## src/ffa_ram.sv

```systemverilog
`timescale 1ns / 1ps
module ffa_ram #(
	parameter int WIDTH = 8,
	parameter int DEPTH = 256
) (
	input  logic                     clk,
	input  logic                     we,
	input  logic [$clog2(DEPTH)-1:0] waddr,
	input  logic [WIDTH-1:0]         wdata,
	input  logic [$clog2(DEPTH)-1:0] raddr,
	output logic [WIDTH-1:0]         rdata
);
	logic [WIDTH-1:0] mem [DEPTH];

	always_ff @(posedge clk) begin
		if (we) begin
			mem[waddr] <= wdata;
		end
		rdata <= mem[raddr];
	end
endmodule

```

## config.mk

```make
export PLATFORM = sky130hd
export DESIGN_NAME = ffa_ram
export DESIGN_NICKNAME = d
export VERILOG_FILES = /design/src/ffa_ram.sv
export SDC_FILE = /design/constraint.sdc
export NUM_CORES = 2
export LEC_CHECK = 0
export BUFFER_PORTS_ARGS = -buffer_cell sky130_fd_sc_hd__buf_2
export CORE_MARGIN = 2
export CORE_UTILIZATION = 55
export CTS_BUF_LIST = sky130_fd_sc_hd__clkbuf_16
export CTS_CLUSTER_DIAMETER = 80
export CTS_CLUSTER_SIZE = 40
export DETAILED_ROUTE_END_ITERATION = 8
export PLACE_DENSITY = 0.67
export SYNTH_ARGS = -nofsm -noshare
export SYNTH_HDL_FRONTEND = slang
export SYNTH_SLANG_ARGS = --single-unit
```

## constraint.sdc

```tcl
create_clock -name clk -period 2.8 [get_ports clk]
set_input_delay 0.42 -clock clk [delete_from_list [all_inputs] [get_ports clk]]
set_output_delay 0.42 -clock clk [all_outputs]
set_load 0.01 [all_outputs]
```

### Word level (Yosys, flattened, before mapping)

Memories as Yosys holds them, arrays and structs flattened. A register that Yosys moved wholly into a read port is not among the register bits.
Cells that the tools add are included.
W data, S select, Z words.

| storage, ports and cells | value |
|---|---|
| input port bits | 26 |
| memory bits (writable) | 2048 |
| memories | 1 |
| logic and storage cells | 3 |
| flip-flop bits (word level) | 0 |

Memory list:

| memory | words | width | read ports | clocked after memory_dff | write ports | line | RTL |
|---|---|---|---|---|---|---|---|
| mem | 256 | 8 | 1 | 1 | 1 | 13 | `logic [WIDTH-1:0] mem [DEPTH];` |

| operators by class | value |
|---|---|
| muxes and demuxes | 2 |

Operator list:

| cell | number |
|---|---|
| $mux W1 | 2 |

### Depth between registers and ports, before layout

| logic depth | value |
|---|---|
| word-level depth | 2 |
| gate-level depth with buffers | 11 |
| depth with buffers taken out | 6 |

### Worst setup path before layout

OpenSTA, ideal clock, no wires.

| timing path | value |
|---|---|
| path kind | in2reg |
| start point | input port raddr[0] |
| end point | register rdata[2], read port of mem |
| arrival | 2.227 ns |
| setup time | 0.131 ns |
| cell stages on the path | 9 |
| path slack | 0.442 ns |
| required time | 2.669 ns |
| path through | buf_6 buf_12 buf_8 buf_2 mux4_2 a22oi_1 a21oi_1 nor4_1 nor4_2 |

RTL lines:

| item | line | RTL |
|---|---|---|
| from (decl) | 10 | `input logic [$clog2(DEPTH)-1:0] raddr,` |
| to (decl) | 11 | `output logic [WIDTH-1:0] rdata` |

==> metrics <==
drt via density about 6.4; Hold Crit Class in2reg; minimum clock period approximately 2.8 ns; via count around 40000; Die ar. 148000 um^2; pin count of the biggest net entering global routing between 90 and 100; Total GRT Usage a little over a quarter; Mapped Avg Cell Area about 21 um^2; Die Y roughly 380 um; Seq/Total Area, Yosys slightly below 80%; Starting DRT DRC Count 5712; Placement Rows ~140; Max VDD drop between 0.5 and 0.6 mV; max_cap viols 0; DRT Wirelength about 190000 um; number of global-route vias before repair between 30000 and 40000; ys async rst share 0%; count leader, synth edfxtp_1; biggest area consumer among synthesized cells edfxtp_1; initial antenna violation count 9; CTS sink count between 2000 and 2500; fraction of layout cells with a size suffix above 1 just under 30%; pre-CTS setup slack -0.881 ns; normalized max-slew margin 22.1%; clock-pin slew on the worst setup and hold paths around 0.14 ns; top_reg_cell synth edfxtp_1; P_sw about 13 mW; DR pass1 iterations 6; DPL Wire Length around 130000 um; crit start category flop; Power Density around 610 nW/um^2; Leakage Power about 28 nW; Synth cell types between 50 and 60; Final ANT Viol Nets 0; Max Clock Freq roughly 0.36 GHz; Yosys reg bits a little over 2000; placed insts around 6000; Yosys top cell area share slightly below 80%; violated checks setup timing; core region area between 100000 and 150000 um^2; CTS tree built; switch share about a quarter; combinational fraction of design power ~6.3%; Max Clock Skew about 0.070 ns; Final Non-Filler Cells ~6200; final period utilization 100%; synthesized area 79600 um^2; Post-route DRC 0; IO Pins 34; Synth Instances ~3700; internal power 41.8 mW; Initial Utilization approximately 55%; Routability Congestion between 0.8 and 0.9; clock buffer count from CTS between 80 and 90; Synth area leaders edfxtp_1 (77%), mux4_2 (13%), mux2i_1 (1.7%), nor2_1 (1.3%), a22oi_1 (1.3%); Final Hold Fails 0; maximum buffer depth of the clock tree 3; critical path class reg2reg; setup ws final -0.00284 ns; CP Data Arrival Time roughly 3.4 ns; nets between 4000 and 5000; Net Count, Synth between 3000 and 4000; top post-synthesis cells by count edfxtp_1 (2048), mux4_2 (454), nor2_1 (282); number of synthesized flops with an enable pin 2048; worst skew pair latency between 0.7 and 0.8 ns; clock share of power between 30% and 40%; Final setup viols 1; Worst-Margin Slew roughly 1.2 ns; Req. time, crit path 3.43 ns; Syn. warnings 0; Syn-to-layout area delta 12.6%; CP Capture Type flop; RSZ-0062 raised after global routing no; postcts setup bufs 0; Antenna diodes 0; Die Width 384 um; outcome complete, but fails checks; global route overflow 0; crit-path max FO 1; Slew Viols, Final 0; IO Port Bufs 33; fill count 9879; Root Buffer clkbuf_16; average wire per standard cell 30.7 um; Flop pwr share around 62%; CTS H-tree depth 3; first-pass GRT wire length roughly 280000 um
[final cells by class]
| class | instances | area (um^2) | share of cell area (%) |
|---|---|---|---|
| clock inverter | 70 | 1260 | 1.41 |
| timing repair buffer | 629 | 5640 | 6.30 |
| inverter | 2 | 7.51 | 0.00838 |
| clock buffer | 83 | 2080 | 2.32 |
| multi-input combinational | 1442 | 16500 | 18.5 |
| tap | 1903 | 2380 | 2.66 |
| sequential | 2056 | 61700 | 68.9 |
[sequential cells by signal, indices dropped and copies added (netlist names)]
name,count
mem,2048
rdata,8
[power by group through the flow]
stage | Combinational (mW) | Sequential (mW) | Clock [mW]
after detailed placement | 3.41 | 34.6 | 0
after CTS | 3.43 | 33.9 | 17.4
after global placement | 3.37 | 34.6 | 0
after floorplan | 1.65 | 34.6 | 0
after global routing | 3.59 | 34.0 | 18.4
final | 3.41 | 33.9 | 17.2
[final timing paths]
path                     from           to  slack (ns)  cells past startpoint
hold reg to reg    mem[40][3]     rdata[3]        1.08                      7
setup / recovery  mem[211][4]     rdata[4]      -0.003                      6
hold / removal       wdata[0]  mem[208][0]        0.06                      1
setup reg to reg  mem[211][4]     rdata[4]      -0.003                      6
[repair_timing]
action                     4_1_cts  5_1_grt
hold buffers                     0        0
setup endpoints to repair        4        0
hold endpoints to repair         0        0
resized for setup                4        0
[through the flow]
step | total power [mW] | instance area, um^2 | setup TNS [ns] | util (%) | hold WS [ns]
finish | 54.5 | 89500 | -0.00284 | 62.3 | 0.0641
global route | 56.0 | 89500 | 0 | 62.3 | 0.0642
CTS | 54.8 | 89500 | 0 | 62.3 | 0.0497
detailed placement | 38.1 | 86200 | -5.77 | 60.0 | 0.882
global placement | 38.0 | 86200 | -5.63 | 60.0 | 0.874
floorplan | 36.3 | 79600 | 0 | - | 0.519
[worst max-delay path: stages (launching register included)]
cell      delay, ns
edfxtp_1       0.39
mux4_2         0.48
a22oi_1        0.33
a21oi_1        0.15
nor4_1         0.99
buf_4          0.27
nor4_1         0.05
[cells in the final DEF, fill, tap and decap left out, types with 5 or more instances in the layout]
cell / n
a211oi_1: 16
a21oi_1: 96
a221oi_1: 13
a22o_1: 8
a22oi_1: 133
and2_1: 5
buf_12: 72
buf_2: 22
buf_4: 525
buf_8: 6
clkbuf_16: 83
clkinv_16: 17
clkinv_8: 12
dfxtp_1: 8
edfxtp_1: 2048
inv_12: 7
inv_16: 11
inv_6: 5
inv_8: 5
mux2i_1: 134
mux4_2: 454
nand2_1: 33
nand2b_1: 8
nand3_1: 34
nand4_1: 10
nor2_1: 279
nor2b_1: 28
nor3_1: 20
nor4_1: 21
nor4_2: 6
o211ai_1: 10
o21ai_0: 10
o221ai_1: 46
o22a_1: 5
o22ai_1: 28
[routing by layer]
layer	wire length, um	vias to the layer above	part of all wire, %	global-route usage [%]
met3	17300	215	9.1	4.19
met1	76700	21142	40	38.7
met2	91000	1850	48	41.0
met4	4830	6	2.5	6.93
met5	31	-	0.016	0
li1	-	16523	-	-
[logic make-up (layout without fill, tap and decap cells)]
logic type	Yosys count	count (layout)	synth area share [%]
flops	2056	2056	77.5
compound gates	385	385	3.42
buf+inv	235	784	1.83
mux	591	591	14.6
simple gates	466	466	2.63
No activity file was read; power rests on OpenSTA's default activity.
